--- src/rtl/tw_tx_pkg.sv ---
// Package: shared types and sequencer states for the two-wire serial writer.
`default_nettype none
package tw_tx_pkg;

    // Input beat: one byte and its frame flags.
    typedef struct packed {
        logic [7:0] data_byte;
        logic       first_of_frame;
        logic       last_of_frame;
    } t_in_beat;

    // Output beat: one pin write.
    typedef struct packed {
        logic clock_level;
        logic data_level;
        logic run_end;
    } t_out_beat;

    // Sequencer phases.
    typedef enum logic [2:0] {
        SEQ_IDLE,
        SEQ_START,
        SEQ_BIT,
        SEQ_ACK,
        SEQ_STOP
    } t_seq_state;

    // Classified queue entry: byte, first phase to run, stop request.
    typedef struct packed {
        logic [7:0] shift_byte;
        t_seq_state entry_state;
        logic       has_stop;
    } t_q_entry;

    localparam logic [7:0] MSB_MASK = 8'h80;
    localparam logic [2:0] BIT_LAST = 3'd7;

endpackage
`default_nettype wire

--- src/rtl/tw_tx_front.sv ---
// Front end: accepts input beats and classifies them into queue entries.
`default_nettype none
module tw_tx_front
    import tw_tx_pkg::*;
(
    input  wire logic     i_clk,
    input  wire logic     i_rst_n,
    input  wire logic     i_in_valid,
    output logic          o_in_ready,
    input  wire t_in_beat i_in_beat,
    output logic          o_q_valid,
    input  wire logic     i_q_ready,
    output t_q_entry      o_q_entry
);

    logic     r_valid;
    t_q_entry r_entry;
    logic     accept;

    assign o_in_ready = !r_valid || i_q_ready;
    assign accept     = i_in_valid && o_in_ready;
    assign o_q_valid  = r_valid;
    assign o_q_entry  = r_entry;

    always_ff @(posedge i_clk) begin
        if (!i_rst_n) begin
            r_valid <= 1'b0;
        end else if (accept) begin
            r_valid <= 1'b1;
        end else if (i_q_ready) begin
            r_valid <= 1'b0;
        end
    end

    // A start condition opens the sequence when asked, else go straight to bits.
    always_ff @(posedge i_clk) begin
        if (accept) begin
            r_entry.shift_byte  <= i_in_beat.data_byte;
            r_entry.entry_state <= i_in_beat.first_of_frame ? SEQ_START : SEQ_BIT;
            r_entry.has_stop    <= i_in_beat.last_of_frame;
        end
    end

endmodule
`default_nettype wire

--- src/rtl/tw_tx_queue.sv ---
// Queue: small FIFO of classified entries between front and back.
`default_nettype none
module tw_tx_queue
    import tw_tx_pkg::*;
#(
    parameter int DEPTH = 2
) (
    input  wire logic     i_clk,
    input  wire logic     i_rst_n,
    input  wire logic     i_push_valid,
    output logic          o_push_ready,
    input  wire t_q_entry i_push_entry,
    output logic          o_pop_valid,
    input  wire logic     i_pop,
    output t_q_entry      o_pop_entry
);

    localparam int PTR_W = (DEPTH > 1) ? $clog2(DEPTH) : 1;
    localparam int CNT_W = $clog2(DEPTH + 1);

    t_q_entry           r_mem [DEPTH];
    logic [PTR_W-1:0]   r_wr_ptr;
    logic [PTR_W-1:0]   r_rd_ptr;
    logic [CNT_W-1:0]   r_count;
    logic               push;
    logic               pop;

    assign o_push_ready = (r_count != CNT_W'(DEPTH));
    assign o_pop_valid  = (r_count != '0);
    assign o_pop_entry  = r_mem[r_rd_ptr];
    assign push         = i_push_valid && o_push_ready;
    assign pop          = i_pop && o_pop_valid;

    always_ff @(posedge i_clk) begin
        if (!i_rst_n) begin
            r_wr_ptr <= '0;
            r_rd_ptr <= '0;
            r_count  <= '0;
        end else begin
            if (push) begin
                r_wr_ptr <= (r_wr_ptr == PTR_W'(DEPTH - 1)) ? '0 : r_wr_ptr + 1'b1;
            end
            if (pop) begin
                r_rd_ptr <= (r_rd_ptr == PTR_W'(DEPTH - 1)) ? '0 : r_rd_ptr + 1'b1;
            end
            if (push && !pop) begin
                r_count <= r_count + 1'b1;
            end else if (pop && !push) begin
                r_count <= r_count - 1'b1;
            end
        end
    end

    always_ff @(posedge i_clk) begin
        if (push) begin
            r_mem[r_wr_ptr] <= i_push_entry;
        end
    end

endmodule
`default_nettype wire

--- src/rtl/tw_tx_back.sv ---
// Back end: pin-write sequencer with registered output beat.
`default_nettype none
module tw_tx_back
    import tw_tx_pkg::*;
(
    input  wire logic     i_clk,
    input  wire logic     i_rst_n,
    input  wire logic     i_q_valid,
    output logic          o_q_pop,
    input  wire t_q_entry i_q_entry,
    output logic          o_out_valid,
    input  wire logic     i_out_ready,
    output t_out_beat     o_out_beat
);

    t_seq_state r_state, n_state;
    logic [1:0] r_sub, n_sub;
    logic [2:0] r_bit, n_bit;
    logic [7:0] r_shift, n_shift;
    logic       r_stop, n_stop;
    logic       r_clk, n_clk;
    logic       r_dat, n_dat;
    logic       r_out_valid, n_out_valid;
    t_out_beat  r_out_beat, n_out_beat;

    logic busy;
    logic advance;
    logic ending;
    logic pop;

    assign o_out_valid = r_out_valid;
    assign o_out_beat  = r_out_beat;
    assign o_q_pop     = pop;

    always_ff @(posedge i_clk) begin
        if (!i_rst_n) begin
            r_state     <= SEQ_IDLE;
            r_sub       <= '0;
            r_bit       <= '0;
            r_clk       <= 1'b1;
            r_dat       <= 1'b1;
            r_out_valid <= 1'b0;
        end else begin
            r_state     <= n_state;
            r_sub       <= n_sub;
            r_bit       <= n_bit;
            r_clk       <= n_clk;
            r_dat       <= n_dat;
            r_out_valid <= n_out_valid;
        end
    end

    always_ff @(posedge i_clk) begin
        r_shift    <= n_shift;
        r_stop     <= n_stop;
        r_out_beat <= n_out_beat;
    end

    always_comb begin
        n_state     = r_state;
        n_sub       = r_sub;
        n_bit       = r_bit;
        n_shift     = r_shift;
        n_stop      = r_stop;
        n_clk       = r_clk;
        n_dat       = r_dat;
        n_out_valid = r_out_valid && !i_out_ready;
        n_out_beat  = r_out_beat;
        ending      = 1'b0;

        busy    = (r_state != SEQ_IDLE);
        advance = busy && (!r_out_valid || i_out_ready);

        if (advance) begin
            n_sub = r_sub + 1'b1;
            case (r_state)
                SEQ_START: begin
                    case (r_sub)
                        2'd0: n_dat = 1'b1;
                        2'd1: n_clk = 1'b1;
                        default: begin
                            n_dat   = 1'b0;
                            n_state = SEQ_BIT;
                            n_sub   = '0;
                        end
                    endcase
                end
                SEQ_BIT: begin
                    case (r_sub)
                        2'd0: n_clk = 1'b0;
                        2'd1: n_dat = |(r_shift & MSB_MASK);
                        default: begin
                            n_clk   = 1'b1;
                            n_shift = {r_shift[6:0], 1'b0};
                            n_bit   = r_bit + 1'b1;
                            n_sub   = '0;
                            if (r_bit == BIT_LAST) begin
                                n_state = SEQ_ACK;
                            end
                        end
                    endcase
                end
                SEQ_ACK: begin
                    // Acknowledge clock pulse; data is left alone, nothing sampled.
                    if (r_sub == 2'd0) begin
                        n_clk = 1'b0;
                    end else begin
                        n_clk = 1'b1;
                        n_sub = '0;
                        if (r_stop) begin
                            n_state = SEQ_STOP;
                        end else begin
                            ending = 1'b1;
                        end
                    end
                end
                SEQ_STOP: begin
                    case (r_sub)
                        2'd0: n_dat = 1'b0;
                        2'd1: n_clk = 1'b1;
                        default: begin
                            n_dat  = 1'b1;
                            n_sub  = '0;
                            ending = 1'b1;
                        end
                    endcase
                end
                default: begin
                    n_sub = r_sub;
                end
            endcase
            n_out_valid            = 1'b1;
            n_out_beat.clock_level = n_clk;
            n_out_beat.data_level  = n_dat;
            n_out_beat.run_end     = ending;
        end

        // Hand over to the next byte on the final write, or when idle.
        pop = i_q_valid && (!busy || ending);
        if (pop) begin
            n_state = i_q_entry.entry_state;
            n_shift = i_q_entry.shift_byte;
            n_stop  = i_q_entry.has_stop;
            n_sub   = '0;
            n_bit   = '0;
        end else if (ending) begin
            n_state = SEQ_IDLE;
        end
    end

endmodule
`default_nettype wire

--- src/rtl/two_wire_display_serial_tx.sv ---
// Top level: bit-banged two-wire serial byte writer.
// Each input beat carries one byte plus first/last frame flags and expands into
// a run of pin writes, one output beat per write, giving clock and data levels
// after that write. A first byte is preceded by a start condition (data high,
// clock high, data low); the byte goes out MSB first as clock low, data set,
// clock high per bit; one unsampled acknowledge pulse follows (clock low, clock
// high); a last byte is followed by data low, clock high, data high. run_end
// marks the final write of each byte's run. Both lines idle high after reset.
// A byte yields 26 to 32 writes and the back-end sequencer emits one write per
// cycle when the output is not stalled; the next queued byte is loaded together
// with the previous run_end write. The front register and the QUEUE_DEPTH-entry
// queue let new bytes be taken while a run is in progress; an accepted byte
// passes the front register, queue and sequencer to its first registered write.
`default_nettype none
module two_wire_display_serial_tx
    import tw_tx_pkg::*;
#(
    parameter int QUEUE_DEPTH = 2
) (
    input  wire logic      i_clk,
    input  wire logic      i_rst_n,
    input  wire logic      i_in_valid,
    output logic           o_in_ready,
    input  wire t_in_beat  i_in_beat,
    output logic           o_out_valid,
    input  wire logic      i_out_ready,
    output t_out_beat      o_out_beat
);

    // front -> queue
    logic     fq_valid;
    logic     fq_ready;
    t_q_entry fq_entry;

    // queue -> back
    logic     qb_valid;
    logic     qb_pop;
    t_q_entry qb_entry;

    tw_tx_front u_front (
        .i_clk      (i_clk),
        .i_rst_n    (i_rst_n),
        .i_in_valid (i_in_valid),
        .o_in_ready (o_in_ready),
        .i_in_beat  (i_in_beat),
        .o_q_valid  (fq_valid),
        .i_q_ready  (fq_ready),
        .o_q_entry  (fq_entry)
    );

    tw_tx_queue #(
        .DEPTH (QUEUE_DEPTH)
    ) u_queue (
        .i_clk        (i_clk),
        .i_rst_n      (i_rst_n),
        .i_push_valid (fq_valid),
        .o_push_ready (fq_ready),
        .i_push_entry (fq_entry),
        .o_pop_valid  (qb_valid),
        .i_pop        (qb_pop),
        .o_pop_entry  (qb_entry)
    );

    // Sequencer holds the line levels across bytes and frames.
    tw_tx_back u_back (
        .i_clk       (i_clk),
        .i_rst_n     (i_rst_n),
        .i_q_valid   (qb_valid),
        .o_q_pop     (qb_pop),
        .i_q_entry   (qb_entry),
        .o_out_valid (o_out_valid),
        .i_out_ready (i_out_ready),
        .o_out_beat  (o_out_beat)
    );

endmodule
`default_nettype wire

--- config.mk ---
export PLATFORM = sky130hd
export DESIGN_NAME = two_wire_display_serial_tx
export DESIGN_NICKNAME = d
export VERILOG_FILES = /design/src/rtl/tw_tx_pkg.sv /design/src/rtl/tw_tx_front.sv /design/src/rtl/tw_tx_queue.sv /design/src/rtl/tw_tx_back.sv /design/src/rtl/two_wire_display_serial_tx.sv
export SDC_FILE = /design/constraint.sdc
export NUM_CORES = 1
export LEC_CHECK = 0
export ABC_AREA = 1
export BUFFER_PORTS_ARGS = -buffer_cell sky130_fd_sc_hd__buf_2
export CAP_MARGIN = 10
export CELL_PAD_IN_SITES_DETAIL_PLACEMENT = 0
export CELL_PAD_IN_SITES_GLOBAL_PLACEMENT = 2
export CORE_MARGIN = 2
export CORE_UTILIZATION = 30
export DETAILED_ROUTE_END_ITERATION = 16
export PLACE_DENSITY = 0.63
export SYNTH_ARGS = -nofsm -noshare
export SYNTH_HDL_FRONTEND = slang
export SYNTH_SLANG_ARGS = --single-unit
--- constraint.sdc ---
create_clock -name i_clk -period 4.2 [get_ports i_clk]
set_input_delay 0 -clock i_clk [delete_from_list [all_inputs] [get_ports i_clk]]
set_output_delay 0 -clock i_clk [all_outputs]
set_load 0.01 [all_outputs]
**After elaboration in Yosys (flattened, before gate mapping)**

Memories as Yosys holds them, arrays and structs flattened. A register that Yosys moved wholly into a read port is not among the register bits.
Index checks and enable logic that the tools add are counted.

- Register bits after elaboration: 40
- Bits in writable memories: 24
- Bits of input ports: 14
- Logic and storage cells: 116
- Memories: 1

- $add $sub $neg: 6
- Equal/unequal tests: 13
- Mux-type cells: 41
- Bitwise logic cells: 2
- Reductions and logical operators: 35

Memories:

| memory | words | width | rd ports | clocked after Yosys merged registers in | wr ports | RTL line | text |
|---|---|---|---|---|---|---|---|
| u_queue.r_mem | 2 | 12 | 1 | 1 | 1 | tw_tx_queue.sv:21 | `t_q_entry r_mem [DEPTH];` |

Operators by type and width:

| operator | count |
|---|---|
| 8-bit two-way mux | 4 |
| 3-bit two-way mux | 8 |
| 1-bit two-way mux | 16 |
| 4-bit by 3-bit inequality test with 1-bit output (second input constant) | 3 |
| 2-bit nonzero test | 6 |
| 2-bit two-way mux | 5 |
| 3-bit case mux with 3 select lines | 1 |
| 1-bit logical AND | 8 |
| 4-bit by 2-bit inequality test with 1-bit output (second input constant) | 2 |
| 1-bit case mux with 2 select lines | 4 |
| 7-bit AND reduction | 1 |
| 3-bit by 2-bit equality test with 1-bit output (second input constant) | 2 |
| 3-bit equality test (second input constant) | 2 |
| 1-bit zero test | 6 |
| 1-bit case mux with 3 select lines | 2 |
| 3-bit AND reduction | 2 |
| 3-bit nonzero test | 2 |
| 2-bit OR reduction | 3 |
| 5-bit nonzero test | 1 |
| 2-bit by 1-bit adder with 2-bit output (second input constant) | 2 |
| 2-bit case mux with 2 select lines | 1 |
| 3-bit by 1-bit adder with 3-bit output (second input constant) | 1 |
| 3-bit by 1-bit equality test with 1-bit output (second input constant) | 1 |
| 1-bit logical OR | 3 |
| 9 further kinds | 11 |

**Depth between registers and ports, before layout**

Gate-level depths: netlist (run 1).

- Depth in word-level cells: 11
- Mapped depth: 13

**Cells and area by module**

From an unflattened synthesis (run 1), not the netlist that was laid out.

- Cell total of the unflattened synthesis: 258
- Area total of the unflattened synthesis: 2859.0 µm²

By module, submodules not included:

| module | instances | cells each | area an instance (µm²) | seq. area each (µm²) |
|---|---|---|---|---|
| tw_tx_back | 1 | 163 | 1306.3 | 580.6 |
| tw_tx_queue | 1 | 74 | 1156.1 | 820.8 |
| tw_tx_front | 1 | 21 | 396.6 | 350.3 |

**Worst setup path before layout (run 1)**

Ideal clock, no wire load.

- Path kind: reg-to-reg
- Start point: reg u_back.r_sub[0]
- End point: reg u_back.r_shift[0], enable pin
- Arrival: 1740 ps
- Path slack: 2083 ps
- Cell stages (with the launch flop): 10
- Path buffers: 0
- Cell sequence: dfxtp_1 inv_1 ha_1 nor2_1 nand3_2 nand2_4 nand3_4 nand2_4 clkinv_2 a22oi_1

- Cells in the longest elaborated chain, start to end: 9
- Elaborated cells between the ends (all ways): 13
- Those cells by class: 2 x eq/ne; 4 x mux; 7 x reduce/logical

Ends and longest elaborated chain:

| element | RTL line | text |
|---|---|---|
| from (decl) | tw_tx_back.sv:17 | `logic [1:0] r_sub, n_sub;` |
| from (signal assigned) | tw_tx_back.sv:45 | `r_sub <= n_sub;` |
| 2-bit by 1-bit equality test with 1-bit output / 2-bit zero test (equally long branches) | tw_tx_back.sv:89, tw_tx_back.sv:118, tw_tx_back.sv:105 |  |
| 2-bit OR reduction (no line) | - |  |
| 1-bit two-way mux | tw_tx_back.sv:118 | `case (r_sub)` |
| 1-bit case mux with 2 select lines | tw_tx_back.sv:76 | `case (r_state)` |
| 1-bit two-way mux | tw_tx_back.sv:74 | `if (advance) begin` |
| 1-bit logical OR | tw_tx_back.sv:139 | `pop = i_q_valid && (!busy \|\| ending);` |
| 1-bit logical AND | tw_tx_back.sv:139 |  |
| 2-bit by 1-bit inequality test with 1-bit output (no line) / 2-bit nonzero test (equally long branches) | - |  |
| 3-bit AND reduction (no line) * | - |  |
| to (signal assigned) | tw_tx_back.sv:54 | `r_shift <= n_shift;` |
| to (decl) | tw_tx_back.sv:19 | `logic [7:0] r_shift, n_shift;` |

Every way passes the cells marked *; elsewhere a longest branch is shown, timed or not.
A chain may end at the register's enable or synchronous reset.

**Final worst setup path (run 1)**

- Start point: reg u_back.r_sub[0]
- End point: reg u_back.r_shift[3], enable pin

Same word-level chain as after synthesis.

==> metrics.txt, run 1 <==
Logic pwr share=27.4%; Arr. time, crit path=2440 ps; asr flop ratio synth=0%; Initial Util=31.1%; highest clock rate=0.403 GHz; drt wl/cell=11.5 microns; Overall Global Routing Usage=10.7%; final period utilization=59.1%; # rows=33; worst-margin pin slew=965 ps; area leader, netlist=edfxtp_1; dominant cells by area after synthesis=edfxtp_1 (52%), dfxtp_1 (13%), nand2_1 (8.9%); DIE WIDTH=96.8 microns; area grow syn2layout=23.1%; Ys Warns=0; Seq/Total Area, Yosys=65.5%; pwr dens=691 nW/um^2; min Tclk post-route=2480 ps; startpoint types=flop; Synth top area share=52.3%; antenna fix cells=0; vias in the first global route=1684; Reg clk slew, reported paths=70 ps; root buf cell=clkbuf_8; Hold Path Origin=i_in_beat[5]; Port Buf Inserts=18; vias per std cell=4.28; Num CTS Buffers=9; Final setup viols=0; H-tree Lvls=3; CTS tree=built; share of layout cells above drive strength 1=16.3%; Commonest cells post-synth=nand2_1 (61), edfxtp_1 (45), nor2_1 (25); initial antenna violation count=0; Yosys cell types=28; Internal=1.48 mW; largest net degree at the start of global routing=20; RSZ-0062 raised after global routing=no; clock power share=31.7%; hold_buf cts=13; core area=8300 sq um; hold crit path type=in -> reg; Initial DRT Pass Iterations=4; Iter 0 DRT Violations=41; Worst-Skew Late Latency=340 ps; die height=96.8 microns; setup TNS=0 ps; first-pass GRT wire length=7980 microns; Final Slew Violations=0; Post-CTS Setup Bufs=0; Avg Cell Area, Syn=10.5 sq um; residual DRC count=0; Setup CP Type=reg -> reg; Clock Sinks=62; R2R setup slack=1720 ps; Post-synth EDFFs=45; die area=9370 sq um; synthesized area=2580 sq um; total routed wirelength=4520 microns; DP Wirelength=3250 microns; placed insts=364; DRT antenna net count=0; Required @ worst endpoint=4160 ps; gpl congestion=0.718; #FFs+latches synth=62; Reg-to-Reg Start=u_back.r_sub[0]; largest vdd supply drop=0.250 mV; Worst Path Max Fanout=19; final clock skew=12.5 ps; Gate Count Post-Synth=245; Post-Layout Cell Count=393; Mapped Nets=264; total gr overflow=0; CTS resizes=0; Slew headroom=35.5%; Clock Path Buffers=2; cell leakage power=1.27 nW; IO Count=19; switching share of power=32.5%; status=finished, final reports clean; total vias in the final route=1681; nets@finish=302; P_sw=0.714 mW; Max Cap Viol=0; count leader, synth=nand2_1; CP Capture Type=flop; crit path from=u_back.r_sub[0]; Sequential Power Share=40.8%; final hold violation count=0; Synth Flop Type=edfxtp_1
## sequential cells by signal (all words and copies together), names as in the netlist, named ones only
name,count
u_queue.r_mem,22
u_front.o_q_entry,11
u_back.r_shift,8
u_back.o_out_beat,3
u_back.r_bit,3
u_back.r_state,3
u_back.r_sub,2
u_queue.r_count,2
u_back.o_out_valid,1
u_back.r_clk,1
u_back.r_dat,1
u_back.r_stop,1
u_front.o_q_valid,1
u_queue.r_rd_ptr,1
u_queue.r_wr_ptr,1
## cells in the final DEF, fill, tap and decap left out, types with 2 or more instances in the layout
cell           instances
clkbuf_8               9
a21oi_1               17
nand3_1                9
o21ai_0               11
edfxtp_1              45
nor2_1                25
dfxtp_1               17
a31oi_1                8
ha_1                   5
nand2_4                3
nand2_2                2
inv_1                 23
buf_2                 18
dlygate4sd3_1         13
nor2_2                 2
nand2_1               61
bufinv_16              4
## cell families after synthesis
family	count (synthesis)	share of synthesized area, %
xor gates and xnor gates	1	0.339
adders and majority gates	5	2.42
buffers and inverters	30	4.79
AOI/OAI and AO/OA	39	8.38
DFF	62	65.5
and+or+nand+nor	108	18.6
## per-layer routing
metal	routed length [microns]	GRT usage, %
met4	63	3.90
met5	0	0
met2	2180	17.6
met3	157	3.68
met1	2120	12.9
## power by group through the flow
stage / sequential, mW / combinational (mW) / clock, mW
final: 0.898 / 0.603 / 0.698
after global routing: 0.914 / 0.708 / 0.745
after CTS: 0.899 / 0.617 / 0.716
after detailed placement: 0.912 / 0.606 / 0
after global placement: 0.914 / 0.623 / 0
after floorplan: 0.892 / 0.476 / 0
## final cells by class
| class | count | area [sq um] |
|---|---|---|
| Tap cell | 105 | 131 |
| Multi-Input combinational cell | 153 | 768 |
| Fill cell | 802 | 5120 |
| Clock inverter | 7 | 145 |
| Sequential cell | 62 | 1690 |
| Inverter | 26 | 101 |
| Clock buffer | 9 | 124 |
| Timing Repair Buffer | 31 | 220 |
## worst paths after layout
kind              cells after the start                    to
hold reg to reg                       0   u_queue.r_mem[1][9]
hold / removal                        2  u_front.o_q_entry[7]
setup reg to reg                      9     u_back.r_shift[3]
setup / recovery                      9     u_back.r_shift[3]
## worst max-delay path, stage by stage, from the launching register on
cell	delay, ps
dfxtp_1	350
inv_1	50
ha_1	270
nor2_1	200
nand3_2	130
nand2_4	110
nand3_4	70
nand2_4	170
clkinv_2	130
a22oi_1	610
## per-stage QoR
stage | utilization, % | cell area [sq um] | hold slack, ps | setup WS [ps] | power (mW)
final | 38.3 | 3180 | 373 | 1720 | 2.20
after global routing | 38.3 | 3180 | 356 | 1460 | 2.37
after CTS | 38.3 | 3180 | 350 | 1670 | 2.23
after detailed placement | 33.5 | 2780 | 178 | 1700 | 1.52
after global placement | 33.5 | 2780 | 177 | 1780 | 1.54
after floorplan | - | 2580 | 98.9 | 2080 | 1.37
Note: power is estimated with default switching activity, not from simulation.
==> inputs of run 2 (changes only) <==
Clock period 4.2 ns to 2.6 ns, I/O delays scaled along.
==> metrics.txt, run 2 (same netlist as run 1, synthesis figures left out) <==
status=finished, final reports clean (unchanged); startpoint types=flop (unchanged); Slowest-stage cell, CP=dfxtp_1 (was a22oi_1); total routed wirelength=4730 microns (was 4520 microns); Clock Sinks=62 (unchanged); Slew headroom=72.7% (was 35.5%); root buf cell=clkbuf_8 (unchanged); Worst Path Max Fanout=19 (unchanged); Logic pwr share=31.4% (was 27.4%); Initial DRT Pass Iterations=4 (unchanged); antenna fix cells=0 (unchanged); Overall Global Routing Usage=10.8% (was 10.7%); Max Cap Viol=0 (unchanged); gpl congestion=0.748 (was 0.718); Reg clk slew, reported paths=80 ps (was 70 ps); switching share of power=37.2% (was 32.5%); Final Slew Violations=0 (unchanged); Port Buf Inserts=18 (unchanged); max reg flops=22 (unchanged); die height=96.8 microns (unchanged); highest clock rate=0.429 GHz (was 0.403 GHz); Clock Path Buffers=2 (unchanged); final clock skew=6.77 ps (was 12.5 ps); worst-margin pin slew=405 ps (was 965 ps); H-tree Lvls=3 (unchanged); DRT antenna net count=0 (unchanged); Slowest Stage Delay on Critical Path=360 ps (was 610 ps); commonest non-fill, non-tap cell in the layout=nand2_1 (unchanged); vias per std cell=4.29 (was 4.28); Internal=2.03 mW (was 1.48 mW); Required @ worst endpoint=2830 ps (was 4160 ps); IO Count=19 (unchanged); DP Wirelength=3340 microns (was 3250 microns); Iter 0 DRT Violations=35 (was 41); fin area=3120 sq um (was 3180 sq um); CP Capture Type=flop (unchanged); area grow syn2layout=20.9% (was 23.1%); Reg-to-Reg Start=u_back.r_sub[0] (unchanged); residual DRC count=0 (unchanged); worst path bufs/invs=2 (unchanged); Cell Area, Placed=2810 sq um (was 2780 sq um); crit path cell chain=inv_1 -> ha_1 -> nor2_1 -> nand3_2 -> nand2_4 -> nand3_4 -> nand2_8 -> clkinv_2 -> ha_1 -> a21oi_1 -> o21ai_0 -> o21ai_0 -> a21oi_1 (was inv_1 -> ha_1 -> nor2_1 -> nand3_2 -> nand2_4 -> nand3_4 -> nand2_4 -> clkinv_2 -> a22oi_1); cell leakage power=1.24 nW (was 1.27 nW); largest net degree at the start of global routing=20 (unchanged); clock power share=23.9% (was 31.7%); Initial Util=31.1% (unchanged); die area=9370 sq um (unchanged); Final setup viols=0 (unchanged); pwr dens=1040 nW/um^2 (was 691 nW/um^2); share of layout cells above drive strength 1=17.2% (was 16.3%); CTS tree=built (unchanged); DIE WIDTH=96.8 microns (unchanged); initial antenna violation count=0 (unchanged); fin util=37.6% (was 38.3%); Post-Layout Cell Count=396 (was 393); Num CTS Buffers=9 (unchanged); Worst-Skew Late Latency=340 ps (about the same); delay-heaviest family, CP=simple AND/OR/NAND/NOR gates (unchanged); Sequential Power Share=44.7% (was 40.8%); commonest non-fill, non-tap cells in the layout=nand2_1 (61), edfxtp_1 (45), nor2_1 (25), inv_1 (23), buf_2 (18) (unchanged); vias in the first global route=1645 (was 1684); nets@finish=305 (was 302); Setup CP Type=reg -> reg (unchanged); first-pass GRT wire length=7910 microns (was 7980 microns); Pwr Total=3.24 mW (was 2.20 mW); placed insts=367 (was 364); total vias in the final route=1698 (was 1681); Post-CTS Setup Bufs=0 (unchanged); hold crit path type=in -> reg (unchanged); total gr overflow=0 (unchanged); # rows=33 (unchanged); largest vdd supply drop=0.435 mV (was 0.250 mV); P_sw=1.21 mW (was 0.714 mW); final hold violation count=0 (unchanged); min Tclk post-route=2330 ps (was 2480 ps); crit path from=u_back.r_sub[0] (unchanged); final period utilization=89.7% (was 59.1%); Biggest register=u_queue.r_mem (unchanged); core area=8300 sq um (unchanged); Arr. time, crit path=2560 ps (was 2440 ps); drt wl/cell=11.9 microns (was 11.5 microns); Hold Path Origin=i_in_beat[7] (was i_in_beat[5])
[run 2: area by class of cell]
cell class | instances | area (sq um)
timing repair buffer | 34 | 243
clock buffer | 9 | 124
tap | 105 | 131
multi-input combinational | 153 | 777
clock inverter | 7 | 55.1
inverter | 26 | 101
fill | 840 | 5180
sequential | 62 | 1690
[run 2: power groups by stage]
stage,Sequential [mW],Clock [mW],Combinational [mW]
after CTS,1.45,0.806,1.03
after detailed placement,1.47,0,1.01
after floorplan,1.44,0,0.769
after global routing,1.47,0.848,1.19
after global placement,1.47,0,1.02
final,1.45,0.773,1.02
[run 2: through the flow]
stage / worst slack (ps) / hold slack (ps) / TNS [ps]
final: 268 / 368 / 0
after detailed placement: 244 / 178 / 0
after floorplan: 483 / 98.9 / 0
after global placement: 281 / 177 / 0
after global routing: -1.23 / 355 / -1.23
after CTS: 228 / 338 / 0
[run 2: final timing paths]
path | endpoint | slack [ps] | cells after the start
setup / recovery | u_queue.r_count[1] | 270 | 13
hold reg to reg | u_queue.r_mem[1][9] | 440 | 0
setup reg to reg | u_queue.r_count[1] | 270 | 13
hold / removal | u_front.o_q_entry[9] | 370 | 2
[run 2: timing repair]
| item | in CTS | in global routing |
|---|---|---|
| gates resized for setup | 0 | 1 |
| endpoints found under the setup margin | 0 | 1 |
| endpoints found under the hold margin | 17 | 0 |
| hold buffers | 13 | 0 |
[run 2: layer usage]
metal | wire length (microns) | vias to the layer above | track usage [%]
met5 | 0 | - | 0
met4 | 105 | 0 | 5.85
met3 | 123 | 10 | 3.03
met2 | 2260 | 21 | 17.6
met1 | 2240 | 757 | 13.0
li1 | - | 910 | -
[run 2: worst reg2reg max path, cell delays in order (launching register included)]
cell and delay, ps:
dfxtp_1 360, inv_1 50, ha_1 280, nor2_1 190, nand3_2 120, nand2_4 120
nand3_4 90, nand2_8 130, clkinv_2 120, ha_1 330, a21oi_1 110, o21ai_0 110
o21ai_0 150, a21oi_1 50
